File: config.mk
export PLATFORM = sky130hd
export DESIGN_NAME = uart_dual_ring_buffer_top_flat
export DESIGN_NICKNAME = d
export VERILOG_FILES = /design/src/rtl/core/udrb_pkg.sv /design/src/rtl/core/udrb_in_if.sv /design/src/rtl/core/udrb_out_if.sv /design/src/rtl/core/uart_dual_ring_buffer_top.sv /design/src/rtl/core/udrb_ram.sv /design/src/flat_wrapper.sv
export SDC_FILE = /design/constraint.sdc
export NUM_CORES = 1
export LEC_CHECK = 0
export ABC_AREA = 0
export BUFFER_PORTS_ARGS = -buffer_cell sky130_fd_sc_hd__buf_2
export CAP_MARGIN = 10
export CORE_MARGIN = 2
export CORE_UTILIZATION = 35
export CTS_CLUSTER_DIAMETER = 50
export CTS_CLUSTER_SIZE = 10
export DETAILED_ROUTE_END_ITERATION = 7
export SYNTH_ARGS = -nofsm -noshare
export SYNTH_HDL_FRONTEND = slang
export SYNTH_HIERARCHICAL = 1
export SYNTH_SLANG_ARGS = --single-unit
export TNS_END_PERCENT = 100
File: constraint.sdc
create_clock -name clk_i -period 3.6 [get_ports clk_i]
set_input_delay 0.72 -clock clk_i [delete_from_list [all_inputs] [get_ports clk_i]]
set_output_delay 0.72 -clock clk_i [all_outputs]
set_load 0.01 [all_outputs]
File: src/rtl/core/udrb_pkg.sv
// Shared types and op codes for the dual UART ring buffer.
package udrb_pkg;

  localparam int unsigned ByteW  = 8;
  localparam int unsigned LevelW = 7;

  typedef enum logic [1:0] {
    OP_LINE_RX  = 2'd0,
    OP_TX_READY = 2'd1,
    OP_SW_PUSH  = 2'd2,
    OP_SW_READ  = 2'd3
  } op_e;

  typedef struct packed {
    op_e              op;
    logic [ByteW-1:0] data_byte;
    logic             last_of_block;
  } in_item_t;

  typedef struct packed {
    logic              tx_valid;
    logic [ByteW-1:0]  tx_byte;
    logic              read_valid;
    logic [ByteW-1:0]  read_byte;
    logic [LevelW-1:0] rx_level;
    logic [LevelW-1:0] tx_level;
    logic              tx_active;
    logic              rx_overwrote;
    logic              push_dropped;
  } out_item_t;

  // Result fields known at issue; the bytes arrive later from the registered read ports of the rings.
  typedef struct packed {
    logic              tx_valid;
    logic              read_valid;
    logic [LevelW-1:0] rx_level;
    logic [LevelW-1:0] tx_level;
    logic              tx_active;
    logic              rx_overwrote;
    logic              push_dropped;
  } issue_t;

endpackage

File: src/rtl/core/udrb_in_if.sv
// Valid/ready channel that carries input items.
interface udrb_in_if
  import udrb_pkg::*;
();
  logic     valid;
  logic     ready;
  in_item_t data;

  modport source (output valid, output data, input ready);
  modport sink (input valid, input data, output ready);
endinterface

File: src/rtl/core/udrb_out_if.sv
// Valid/ready channel that carries result items.
interface udrb_out_if
  import udrb_pkg::*;
();
  logic      valid;
  logic      ready;
  out_item_t data;

  modport source (output valid, output data, input ready);
  modport sink (input valid, input data, output ready);
endinterface

File: src/rtl/core/uart_dual_ring_buffer_top.sv
// Dual UART byte rings: receive ring overwrites oldest, transmit ring drops when full.
// A result goes through the issue and output registers after its item is accepted.
// Throughput: one item per cycle while the result side is not stalled;
// pointers update at acceptance and the ring byte comes from each RAM's
// registered read port. Reset clears heads, counts, the drain flag and the
// pipeline valids; ring contents are not cleared and need no clearing pass.
module uart_dual_ring_buffer_top
  import udrb_pkg::*;
#(
  parameter int unsigned RX_DEPTH = 64,
  parameter int unsigned TX_DEPTH = 64
) (
  input  logic       clk_i,
  input  logic       rst_ni,
  udrb_in_if.sink    item_i,
  udrb_out_if.source result_o
);

  localparam int unsigned RxAw = $clog2(RX_DEPTH);
  localparam int unsigned TxAw = $clog2(TX_DEPTH);
  localparam int unsigned RxCw = $clog2(RX_DEPTH + 1);
  localparam int unsigned TxCw = $clog2(TX_DEPTH + 1);
  localparam logic [RxCw-1:0] RxFull = RxCw'(RX_DEPTH);
  localparam logic [TxCw-1:0] TxFull = TxCw'(TX_DEPTH);
  localparam logic [RxAw-1:0] RxLast = RxAw'(RX_DEPTH - 1);
  localparam logic [TxAw-1:0] TxLast = TxAw'(TX_DEPTH - 1);
  localparam logic [RxAw:0]   RxDep1 = (RxAw + 1)'(RX_DEPTH);
  localparam logic [TxAw:0]   TxDep1 = (TxAw + 1)'(TX_DEPTH);

  logic [RxAw-1:0] rx_head_q, rx_head_d;
  logic [RxCw-1:0] rx_cnt_q, rx_cnt_d;
  logic [TxAw-1:0] tx_head_q, tx_head_d;
  logic [TxCw-1:0] tx_cnt_q, tx_cnt_d;
  logic            drain_q, drain_d;
  logic            s1_valid_q, s1_valid_d;
  issue_t          s1_q, s1_d;
  logic            out_valid_q, out_valid_d;
  out_item_t       out_q, out_d;

  logic            in_fire, out_free;
  logic [RxAw:0]   rx_sum;
  logic [TxAw:0]   tx_sum;
  logic [RxAw-1:0] rx_tail, rx_head_inc;
  logic [TxAw-1:0] tx_tail, tx_head_inc;
  logic            rx_we, rx_re, tx_we, tx_re;
  logic [ByteW-1:0] rx_rdata, tx_rdata;

  assign out_free     = !out_valid_q || result_o.ready;
  assign item_i.ready = !s1_valid_q || out_free;
  assign in_fire      = item_i.valid && item_i.ready;

  // Tail slot is head plus count, wrapped once.
  assign rx_sum      = {1'b0, rx_head_q} + (RxAw + 1)'(rx_cnt_q);
  assign rx_tail     = (rx_sum >= RxDep1) ? RxAw'(rx_sum - RxDep1) : RxAw'(rx_sum);
  assign tx_sum      = {1'b0, tx_head_q} + (TxAw + 1)'(tx_cnt_q);
  assign tx_tail     = (tx_sum >= TxDep1) ? TxAw'(tx_sum - TxDep1) : TxAw'(tx_sum);
  assign rx_head_inc = (rx_head_q == RxLast) ? '0 : rx_head_q + 1'b1;
  assign tx_head_inc = (tx_head_q == TxLast) ? '0 : tx_head_q + 1'b1;

  always_comb begin
    rx_head_d = rx_head_q;
    rx_cnt_d  = rx_cnt_q;
    tx_head_d = tx_head_q;
    tx_cnt_d  = tx_cnt_q;
    drain_d   = drain_q;
    rx_we     = 1'b0;
    rx_re     = 1'b0;
    tx_we     = 1'b0;
    tx_re     = 1'b0;
    s1_d      = '0;

    if (in_fire) begin
      unique case (item_i.data.op)
        OP_LINE_RX: begin
          rx_we = 1'b1;
          if (rx_cnt_q == RxFull) begin
            rx_head_d         = rx_head_inc;
            s1_d.rx_overwrote = 1'b1;
          end else begin
            rx_cnt_d = rx_cnt_q + 1'b1;
          end
        end
        OP_TX_READY: begin
          if (tx_cnt_q != '0) begin
            tx_re         = 1'b1;
            s1_d.tx_valid = 1'b1;
            tx_cnt_d      = tx_cnt_q - 1'b1;
            tx_head_d     = tx_head_inc;
          end else begin
            drain_d = 1'b0;
          end
        end
        OP_SW_PUSH: begin
          if (tx_cnt_q == TxFull) begin
            s1_d.push_dropped = 1'b1;
          end else begin
            tx_we    = 1'b1;
            tx_cnt_d = tx_cnt_q + 1'b1;
            drain_d  = 1'b1;
          end
        end
        OP_SW_READ: begin
          if (rx_cnt_q != '0) begin
            rx_re           = 1'b1;
            s1_d.read_valid = 1'b1;
            rx_cnt_d        = rx_cnt_q - 1'b1;
            rx_head_d       = rx_head_inc;
          end
        end
        default: ;
      endcase
    end

    s1_d.rx_level  = LevelW'(rx_cnt_d);
    s1_d.tx_level  = LevelW'(tx_cnt_d);
    s1_d.tx_active = drain_d;
  end

  // Advance the issue stage into the output register when the output frees up.
  always_comb begin
    s1_valid_d  = s1_valid_q;
    out_valid_d = out_valid_q;
    if (item_i.ready) begin
      s1_valid_d = in_fire;
    end
    if (out_free) begin
      out_valid_d = s1_valid_q;
    end

    out_d.tx_valid     = s1_q.tx_valid;
    out_d.tx_byte      = s1_q.tx_valid ? tx_rdata : '0;
    out_d.read_valid   = s1_q.read_valid;
    out_d.read_byte    = s1_q.read_valid ? rx_rdata : '0;
    out_d.rx_level     = s1_q.rx_level;
    out_d.tx_level     = s1_q.tx_level;
    out_d.tx_active    = s1_q.tx_active;
    out_d.rx_overwrote = s1_q.rx_overwrote;
    out_d.push_dropped = s1_q.push_dropped;
  end

  always_ff @(posedge clk_i or negedge rst_ni) begin
    if (!rst_ni) begin
      rx_head_q   <= '0;
      rx_cnt_q    <= '0;
      tx_head_q   <= '0;
      tx_cnt_q    <= '0;
      drain_q     <= 1'b0;
      s1_valid_q  <= 1'b0;
      out_valid_q <= 1'b0;
    end else begin
      rx_head_q   <= rx_head_d;
      rx_cnt_q    <= rx_cnt_d;
      tx_head_q   <= tx_head_d;
      tx_cnt_q    <= tx_cnt_d;
      drain_q     <= drain_d;
      s1_valid_q  <= s1_valid_d;
      out_valid_q <= out_valid_d;
    end
  end

  always_ff @(posedge clk_i) begin
    if (in_fire) begin
      s1_q <= s1_d;
    end
    if (out_free && s1_valid_q) begin
      out_q <= out_d;
    end
  end

  udrb_ram #(
    .WIDTH (ByteW),
    .DEPTH (RX_DEPTH)
  ) u_rx_ram (
    .clk_i   (clk_i),
    .we_i    (rx_we),
    .waddr_i (rx_tail),
    .wdata_i (item_i.data.data_byte),
    .re_i    (rx_re),
    .raddr_i (rx_head_q),
    .rdata_o (rx_rdata)
  );

  udrb_ram #(
    .WIDTH (ByteW),
    .DEPTH (TX_DEPTH)
  ) u_tx_ram (
    .clk_i   (clk_i),
    .we_i    (tx_we),
    .waddr_i (tx_tail),
    .wdata_i (item_i.data.data_byte),
    .re_i    (tx_re),
    .raddr_i (tx_head_q),
    .rdata_o (tx_rdata)
  );

  assign result_o.valid = out_valid_q;
  assign result_o.data  = out_q;

endmodule

File: src/rtl/core/udrb_ram.sv
// Generic single-write, single-read RAM with registered read data.
module udrb_ram #(
  parameter int unsigned WIDTH = 8,
  parameter int unsigned DEPTH = 64
) (
  input  logic                     clk_i,
  input  logic                     we_i,
  input  logic [$clog2(DEPTH)-1:0] waddr_i,
  input  logic [WIDTH-1:0]         wdata_i,
  input  logic                     re_i,
  input  logic [$clog2(DEPTH)-1:0] raddr_i,
  output logic [WIDTH-1:0]         rdata_o
);

  logic [WIDTH-1:0] mem_q [DEPTH];
  logic [WIDTH-1:0] rdata_q;

  always_ff @(posedge clk_i) begin
    if (we_i) begin
      mem_q[waddr_i] <= wdata_i;
    end
    if (re_i) begin
      rdata_q <= mem_q[raddr_i];
    end
  end

  assign rdata_o = rdata_q;

endmodule

File: src/flat_wrapper.sv
// flat-port wrapper written by rule: the top's interface ports become plain ports
module uart_dual_ring_buffer_top_flat import udrb_pkg::*;
#(
  parameter int unsigned RX_DEPTH = 64,
  parameter int unsigned TX_DEPTH = 64
)
  (clk_i, rst_ni, item_i_valid, item_i_data, item_i_ready, result_o_valid, result_o_data, result_o_ready);
  udrb_in_if item_i_i ();
  udrb_out_if result_o_i ();
  input  logic clk_i;
  input  logic rst_ni;
  input wire logic [$bits(item_i_i.valid)-1:0] item_i_valid;
  input wire logic [$bits(item_i_i.data)-1:0] item_i_data;
  output wire logic [$bits(item_i_i.ready)-1:0] item_i_ready;
  output wire logic [$bits(result_o_i.valid)-1:0] result_o_valid;
  output wire logic [$bits(result_o_i.data)-1:0] result_o_data;
  input wire logic [$bits(result_o_i.ready)-1:0] result_o_ready;
  assign item_i_i.valid = item_i_valid;
  assign item_i_i.data = item_i_data;
  assign item_i_ready = item_i_i.ready;
  assign result_o_valid = result_o_i.valid;
  assign result_o_data = result_o_i.data;
  assign result_o_i.ready = result_o_ready;
  uart_dual_ring_buffer_top #(.RX_DEPTH(RX_DEPTH), .TX_DEPTH(TX_DEPTH)) u_core (.clk_i(clk_i), .rst_ni(rst_ni), .item_i(item_i_i), .result_o(result_o_i));
endmodule
Word level (Yosys, flattened, before mapping). Memory sizes are Yosys's and may differ from the RTL's. A register that Yosys moved wholly into a read port is not among the register bits. Cells that the tools add are included.

Bits in registers: 83. Bits in writable memories: 1024. Output and inout bits: 37. Memories: 2.

Memories: u_core.u_rx_ram.mem_q (words 64, width 8, read ports 1, clocked after Yosys merged registers in 1, wr ports 1, RTL line udrb_ram.sv:15) `logic [WIDTH-1:0] mem_q [DEPTH];`; u_core.u_tx_ram.mem_q (words 64, width 8, read ports 1, clocked after Yosys merged registers in 1, wr ports 1, RTL line udrb_ram.sv:15).

Add/sub/neg operators: 10. Order comparisons: 2. Eq/ne operators: 9. Multiplexer cells: 36. Reduce and logical (&&, ||, !) cells: 12.

Operators by type and width (count): 7-bit 2-to-1 mux (6); 6-bit 2-to-1 mux (6); 7-bit case mux with 2 select lines (2); 1-bit 2-to-1 mux (20); 6-bit by 7-bit adder with 7-bit output (2); 7-bit by 1-bit adder with 7-bit output, second input constant (2); 7-bit equality test, second input constant (2); 7-bit greater-or-equal comparator, second input constant (2); 7-bit nonzero test (2); 7-bit by 1-bit subtractor with 7-bit output, second input constant (2); 6-bit by 1-bit adder with 6-bit output, second input constant (2); 6-bit equality test, second input constant (2); 6-bit case mux with 2 select lines (1); 6-bit by 1-bit subtractor with 6-bit output, second input constant (2); 2-bit equality test, second input constant (2); 2-bit by 1-bit != test with 1-bit output, second input constant (2); 4-bit AND reduction (1); 3-bit AND reduction (1); 2-bit by 1-bit equality test with 1-bit output, second input constant (1); 1-bit logical AND (2); 1-bit logical NOT (2); 2-bit logical NOT (1); 1-bit logical OR (2); 1-bit case mux with 2 select lines (1); 2-bit nonzero test (1).

Logic depth before layout (Yosys ltp). Gate-level depths: netlist of run 1.

Depth in word-level cells: 7. Gate-level depth with buffers: 10. Gate-level depth less buffers: 9.

Cells and area by module. The synthesis of run 1 kept the hierarchy.

Modules (own cells, without submodules): udrb_ram (times used 2, cells an instance 940, area each 20246.9 µm², sequential area each 15615.0 µm²); uart_dual_ring_buffer_top (times used 1, cells an instance 330, area each 4016.4 µm², sequential area each 2347.3 µm²).

Least setup slack after synthesis of run 1. OpenSTA, ideal clock, no wires.

Kind: flip-flop to flip-flop. Start: register u_core.tx_head_q[1]. End: memory u_core.u_tx_ram.mem_q[48][0], enable pin. Library setup time: 383 ps. Arrival: 2591 ps. Data required time: 3217 ps. Setup slack: 626 ps. Cell stages (with the launch flop): 10. Buffers on the path: 0. Clock period less this slack: 2974 ps. Path through: dfrtp_1 > ha_1 > a21o_1 > a21oi_1 > o21bai_1 > a21oi_1 > xnor2_1 > nor2b_1 > nand4b_1 > nor3_1.

Word-level cells in the longest chain between the ends: 3. Elaborated cells on any way between the ends: 4. Those cells by class: add/sub (2); order compare (1); mux (1).

Ends and longest elaborated chain: from (decl) (RTL line uart_dual_ring_buffer_top.sv:32) `logic [TxAw-1:0] tx_head_q, tx_head_d;`; from (signal assigned) (RTL line uart_dual_ring_buffer_top.sv:153) `tx_head_q <= tx_head_d;`; 6-bit by 7-bit adder with 7-bit output (*) (RTL line uart_dual_ring_buffer_top.sv:55) `assign tx_sum = {1'b0, tx_head_q} + (TxAw + 1)'(tx_cnt_q);`; net u_core.tx_sum[5] (RTL line uart_dual_ring_buffer_top.sv:42) `logic [TxAw:0] tx_sum;`; 6-bit by 1-bit subtractor with 6-bit output / 7-bit greater-or-equal comparator (equally long branches) (RTL line uart_dual_ring_buffer_top.sv:56) `assign tx_tail = (tx_sum >= TxDep1) ? TxAw'(tx_sum - TxDep1) : TxAw'(tx_sum);`; 6-bit 2-to-1 mux (*) (RTL line uart_dual_ring_buffer_top.sv:56); to (decl) (RTL line udrb_ram.sv:15).

The timed path passes the listed nets; every way through them passes the cells marked *.

Worst setup path in the final report of run 1.
Start: register u_core.tx_cnt_q[0]. End: memory u_core.u_tx_ram.mem_q[21][0], enable pin.

Word-level cells in the longest chain between the ends: 6. Elaborated cells on any way between the ends: 10. Those cells by class: add/sub (2); order compare (1); eq/ne (1); mux (6).

Ends and longest elaborated chain: from (decl) (RTL line uart_dual_ring_buffer_top.sv:33) `logic [TxCw-1:0] tx_cnt_q, tx_cnt_d;`; from (signal assigned) (RTL line uart_dual_ring_buffer_top.sv:154) `tx_cnt_q <= tx_cnt_d;`; 7-bit equality test (RTL line uart_dual_ring_buffer_top.sv:94) `if (tx_cnt_q == TxFull) begin`; 1-bit 2-to-1 mux (RTL line uart_dual_ring_buffer_top.sv:94); 1-bit 2-to-1 mux (RTL line uart_dual_ring_buffer_top.sv:73) `unique case (item_i.data.op)`; 1-bit 2-to-1 mux (RTL line uart_dual_ring_buffer_top.sv:72) `if (in_fire) begin`; net u_core.tx_we (RTL line uart_dual_ring_buffer_top.sv:45) `logic rx_we, rx_re, tx_we, tx_re;`; 1-bit 2-to-1 mux (RTL line udrb_ram.sv:19) `if (we_i) begin`; 1-bit 2-to-1 mux (not written as such) (RTL line udrb_ram.sv:20) `mem_q[waddr_i] <= wdata_i;`.

The timed path passes the listed nets, and every way through them passes these cells.

==> metrics.txt, run 1 <==
run status finished, final reports clean; Layout area overhead 15.84%; post-CTS setup buffers 0; Sw Ratio 0.2912; CTS Buf Count 134; placed cells 3988; skew final 13.03 ps; Syn Std Cell Area 44510 µm²; Comb pwr share 0.269; Total Wirelength 99370 µm; drc violations 0; placer's final routability congestion estimate 0.8563; #FFs+latches synth 1123; Sw Pwr 10830 µW; Post-synth ARST share 0.02582; Cells after Synth 2210; crit path kind reg2reg; fillers 11040; drt pass-1 iters 6; final hold vios 0; IO buf count 50; Layout Utilization 0.4096; final period utilization 0.9466; drt wl/cell 23.88 µm; Peak Freq 0.2934 GHz; antenna violations before repair 2; detailed placement HPWL 60400 µm; Antenna diodes 0; Max-Cap Viols 0; Die Area 130000 µm²; Static Leakage 0.01641 µW; post-route insts no fill 4161; Worst Tran Pin Value 1229 ps; post-route setup TNS 0 ps; P_int 26350 µW; FF-to-FF setup slack 190 ps; EDFF count, synth 1094; Critical Path AT 3860 ps; Slew headroom 0.1744; most common cell after layout, fill and taps aside edfxtp_1; grt ovf 0; CTS tree built; fin crit period 3408 ps; ANT nets after route 0; YS warnings 6; Worst Path Required 4050 ps; syn avg cell area 20.14 µm²; RSZ-0062 raised after global routing false; # setup viols final 0; vias in the first global route 23400; Vias/cell 5.356; synth unique cells 67; Core ar. 125900 µm²; Clock Sinks 1123; Seq pwr share 0.409; Ports 52; CP startpoint u_core/tx_cnt_q[0]; first-pass GRT wire length 149100 µm; worst r2r src u_core/tx_cnt_q[0]; most frequent cells in the layout 1094 x edfxtp_1, 252 x mux4_2, 188 x buf_4; Initial Util 0.3535; fin nets 2511; VDD IR-drop max 0.5123 mV; area of the multi-input gates 10170 µm²; GRT Overall Usage 0.1528; H-Tree Depth 4; Critical Path Sink Type register; clk_lat worst skew 700 ps; register area share after synthesis 0.7544; syn_nets 2247; Power Density 721.1 nW/µm²; largest net degree at the start of global routing 101; Clock Root Buffer clkbuf_16; predominant post-synthesis flop cell edfxtp_1; Max Slew Vio Count 0; Final Power 37180 µW; storage element area 33600 µm²; hold crit path type in2async; clock power share 0.322; share of layout cells above drive strength 1 0.2784; Reg clk slew, reported paths 50 ps; worst-case clock buffer depth 3; post-CTS sizing 0; crit start category register; # rows 130; die extent in x 360.6 µm; Crit Path Max Fanout 9; cts hold-fix bufs 0; 1st-iter DRT viols 2273; Die Ht 360.6 µm; Via Count 22290
==> final timing paths <==
| kind | cells past startpoint | endpoint |
|---|---|---|
| max | 11 | u_core/u_tx_ram/mem_q[21][0] |
| min | 1 | u_core/tx_cnt_q[6] |
| max reg2reg | 11 | u_core/u_tx_ram/mem_q[21][0] |
| min reg2reg | 0 | u_core/result_o.data[9] |
| max in group asynchronous | 1 | u_core/rx_head_q[1] |
| min in group clk_i | 3 | u_core/result_o.valid |
==> logic make-up (layout without fill, tap and decap cells) <==
family / after synthesis / count (layout) / share of synthesized area
xor+xnor: 14 / 14 / 0.002755
flops: 1123 / 1123 / 0.7544
simple gates: 396 / 396 / 0.04191
compound gates: 197 / 197 / 0.03233
buf+inv: 132 / 433 / 0.01709
fa+ha+maj: 22 / 22 / 0.006522
mux: 326 / 326 / 0.1450
==> registers in the layout, summed over array words and instances (netlist names) <==
name / cells
u_core/drain_q: 1
u_core/out_d: 19
u_core/result_o.data: 35
u_core/result_o.valid: 1
u_core/rx_cnt_q: 7
u_core/rx_head_q: 6
u_core/s1_valid_q: 1
u_core/tx_cnt_q: 7
u_core/tx_head_q: 6
u_core/u_rx_ram/mem_q: 512
u_core/u_rx_ram/rdata_o: 8
u_core/u_tx_ram/mem_q: 512
u_core/u_tx_ram/rdata_o: 8
==> synth_stat cells, drive strengths merged (5+ instances only) <==
master   count  area, µm²
a2111oi      5      43.79
mux2        28      319.1
nand4        9      56.30
mux2i       46      460.4
nand2       49      183.9
o22ai       21      131.4
a21oi       33      165.2
a22oi        6      45.04
nand3       36      192.7
a21o         6      45.04
ha          20      250.2
xor2         6      52.55
xnor2        8      70.07
nor4         5      31.28
o41ai        7      80.08
inv         20      77.58
nor2b       28      175.2
o2111ai      7      61.31
edfxtp    1094      32850
nand3b       8      63.81
and2        19      118.9
o221ai      18      157.7
nand2b      18      112.6
mux4       252       5675
o21ai       23      115.1
o31ai        5      51.30
nor2       184      690.7
a211oi      10      75.07
dfrtp       29      725.7
clkbuf      41      153.9
a221oi      13      113.9
o2bb2ai      7      61.31
buf         71      529.3
a31oi        9      56.30
nor3        24      120.1
and3         7      43.79
==> power by group through the flow <==
stage	Sequential, µW	Combinational [µW]	Clock, µW
after detailed placement	15500	10000	0
after global placement	15400	9850	0
after CTS	15200	10100	12300
after floorplan	15400	7270	0
final	15200	9990	12000
after global routing	15300	10700	12800
==> layer usage <==
metal,vias to the layer above,global-route usage,share of wire
met5,-,0,0.00012
met4,2,0.05193,0.025
met3,189,0.02605,0.060
met2,804,0.2528,0.49
met1,11680,0.2046,0.42
li1,9609,-,-
==> critical path: stages, from the launching register on <==
cell     delay, ps
dfrtp_1        420
buf_4          190
inv_1          100
ha_1           210
or3b_4         450
o41ai_1        630
nor2_1         250
buf_4          230
nand3_1        160
buf_4          230
nor2_1          80
buf_4          190
==> area by class of cell <==
cell class | count | area share
Clock inverter | 12 | 0.002208
Multi-Input combinational cell | 955 | 0.1973
Clock buffer | 161 | 0.07192
Sequential cell | 1123 | 0.6517
Timing Repair Buffer | 240 | 0.03533
Inverter | 20 | 0.001504
Tap cell | 1650 | 0.04004
==> through the flow <==
step,worst slack (ps),hold WS [ps],cell area (µm²)
6_report,192.1,67.51,51560
5_1_grt,52.58,94.38,51560
4_1_cts,301.0,41.68,51560
3_5_place_dp,299.3,404.5,47740
3_3_place_gp,312.3,408.8,47740
2_1_floorplan,625.6,400.3,44510
Note: power is estimated with default switching activity, not from simulation.
==> run 2: changes to the inputs <==
==> constraint.sdc (replaced) <==
create_clock -name clk_i -period 3.6 [get_ports clk_i]
set_input_delay 0.18 -clock clk_i [delete_from_list [all_inputs] [get_ports clk_i]]
set_output_delay 0.18 -clock clk_i [all_outputs]
set_load 0.01 [all_outputs]
==> run 2 against run 1 <==
Sequential power about the same. Flip-flop and latch count unchanged. Fmax rose by 3.0%. First-iteration DRC count up 13%. Cell area fell by 0.37%. Setup slack better by 99 ps. Routed wire length is 1.5% higher. Power shrank 0.91%. Combinational power about the same. Clock skew rose by 19 ps. Global-route usage grew 0.16 points. Critical path type unchanged. Critical endpoint is now u_core/u_tx_ram/mem_q[38][5]. Largest cell class unchanged. Largest power group unchanged.
==> metrics.txt, run 2 (same netlist as run 1, synthesis figures left out) <==
Vias/cell 5.447 (was 5.356); CP peak stage delay 640 ps (was 630 ps); Clock Root Buffer clkbuf_16 (unchanged); Peak Freq 0.3022 GHz (was 0.2934 GHz); fin crit period 3309 ps (was 3408 ps); R2R depth 8 (was 11); final period utilization 0.9192 (was 0.9466); post-route setup TNS 0 ps (unchanged); fin nets 2519 (was 2511); # rows 130 (unchanged); most common cell after layout, fill and taps aside edfxtp_1 (unchanged); Reg clk slew, reported paths 50 ps (about the same); Critical Path Sink Type register (unchanged); Initial Util 0.3535 (unchanged); Max-Cap Viols 0 (unchanged); post-CTS setup buffers 0 (unchanged); run status finished, final reports clean (unchanged); first-pass GRT wire length 150800 µm (was 149100 µm); Via Count 22680 (was 22290); grt ovf 0 (unchanged); share of layout cells above drive strength 1 0.2766 (was 0.2784); ANT nets after route 0 (unchanged); Core ar. 125900 µm² (unchanged); Total Wirelength 100800 µm (was 99370 µm); worst-case clock buffer depth 3 (unchanged); H-Tree Depth 4 (unchanged); placed cells 3993 (was 3988); Die Ht 360.6 µm (unchanged); Antenna diodes 0 (unchanged); FF-to-FF setup slack 290 ps (was 190 ps); drc violations 0 (unchanged); worst r2r src u_core/tx_cnt_q[1] (was u_core/tx_cnt_q[0]); most frequent CP cell nor2_1 (was buf_4); IO buf count 50 (unchanged); Clock Sinks 1123 (unchanged); crit start category register (unchanged); CP Cell Sequence inv_1 -> ha_1 -> or3b_4 -> o41ai_1 -> nor2_1 -> nor2b_1 -> nand3_1 -> nor2_1 (was buf_4 -> inv_1 -> ha_1 -> or3b_4 -> o41ai_1 -> nor2_1 -> buf_4 -> nand3_1 -> buf_4 -> nor2_1 -> buf_4); CP startpoint u_core/tx_cnt_q[1] (was u_core/tx_cnt_q[0]); CTS Buf Count 133 (was 134); Crit Path Max Fanout 8 (was 9); post-route insts no fill 4163 (was 4161); Critical Path AT 3660 ps (was 3860 ps); Die Area 130000 µm² (unchanged); Crit Reg-Reg Endpoint u_core/u_tx_ram/mem_q[38][5] (was u_core/u_tx_ram/mem_q[21][0]); drt pass-1 iters 6 (unchanged); RSZ-0062 raised after global routing false (unchanged); CP endpoint u_core/u_tx_ram/mem_q[38][5] (was u_core/u_tx_ram/mem_q[21][0]); # setup viols final 0 (unchanged); die extent in x 360.6 µm (unchanged); Max Slew Vio Count 0 (unchanged); Layout area overhead 15.41% (was 15.84%); detailed placement HPWL 60330 µm (was 60400 µm); Ports 52 (unchanged); Worst Path Required 3950 ps (was 4050 ps); VDD IR-drop max 0.8669 mV (was 0.5123 mV); Worst Tran Pin Value 1162 ps (was 1229 ps); placer's final routability congestion estimate 0.8149 (was 0.8563); Final Power 36840 µW (was 37180 µW); final hold vios 0 (unchanged); vias in the first global route 23390 (was 23400); drt wl/cell 24.22 µm (was 23.88 µm); hold crit path type in2reg (was in2async); most frequent cells in the layout 1094 x edfxtp_1, 252 x mux4_2, 197 x buf_4 (was 1094 x edfxtp_1, 252 x mux4_2, 188 x buf_4); Static Leakage 0.01632 µW (was 0.01641 µW); skew final 31.58 ps (was 13.03 ps); GRT Overall Usage 0.1544 (was 0.1528); 1st-iter DRT viols 2568 (was 2273); crit path kind reg2reg (unchanged); Power Density 717.2 nW/µm² (was 721.1 nW/µm²); CTS tree built (unchanged); Slew headroom 0.2256 (was 0.1744); clk_lat worst skew 730 ps (was 700 ps); CP max-delay cell nor2_1 (was o41ai_1); largest net degree at the start of global routing 101 (unchanged); antenna violations before repair 2 (unchanged)
==> run 2: final cells by class <==
cell class | count | area [µm²]
Inverter | 20 | 77.57
Multi-Input combinational cell | 955 | 10170
Tap cell | 1650 | 2064
Clock buffer | 153 | 3498
Fill cell | 11150 | 74530
Sequential cell | 1123 | 33600
Clock inverter | 13 | 103.9
Timing Repair Buffer | 249 | 1849
==> run 2: stage by stage <==
stage | hold slack (ps) | setup slack [ps] | util | instance area, µm²
after floorplan | -115.6 | 625.6 | - | 44510
after global placement | 267.9 | 306.6 | 0.3791 | 47730
after detailed placement | 269.3 | 291.7 | 0.3791 | 47730
after CTS | 16.87 | 277.8 | 0.4080 | 51370
after global routing | 50.20 | 72.62 | 0.4080 | 51370
final | 24.80 | 290.9 | 0.4080 | 51370
==> run 2: layer usage <==
layer  track usage  vias to the layer above  part of all wire
met5             0                        -                 0
met4       0.05636                        0             0.027
met3       0.02649                      189             0.061
met2        0.2483                      836              0.48
met1        0.2114                    12030              0.43
li1              -                     9617                 -
==> run 2: how the worst min path moves through the flow <==
stage,from,to,slack (ps),cells after the start
finish,item_i_data[8],u_core/u_rx_ram/mem_q[47][7],20,1
global route,item_i_data[8],u_core/u_rx_ram/mem_q[45][7],50,1
CTS,rst_ni,u_core/s1_valid_q,20,2
detailed placement,rst_ni,u_core/s1_valid_q,270,1
global placement,rst_ni,u_core/s1_valid_q,270,1
floorplan,rst_ni,u_core/drain_q,-120,0
==> run 2: where the power goes <==
part | internal (µW) | switching, µW
combinational | 4240 | 5800
sequential | 14900 | 316
clock | 6830 | 4750
total | 26000 | 10900
==> run 2: timing repair <==
| item | 4_1_cts | 5_1_grt |
|---|---|---|
| resized for setup | 0 | 1 |
| hold endpoints to repair | 77 | 0 |
| hold buffers | 4 | 0 |
| endpoints found under the setup margin | 0 | 1 |
==> run 2: critical path: cells and delay by family (launching register included) <==
kind | cells | cell delay, ps
AND/OR/NAND/NOR | 5 | 2020
adder cells (fa/ha/maj) | 1 | 220
buffers and inverters | 1 | 110
AO/OA/AOI/OAI | 1 | 110
flip-flops | 1 | 480
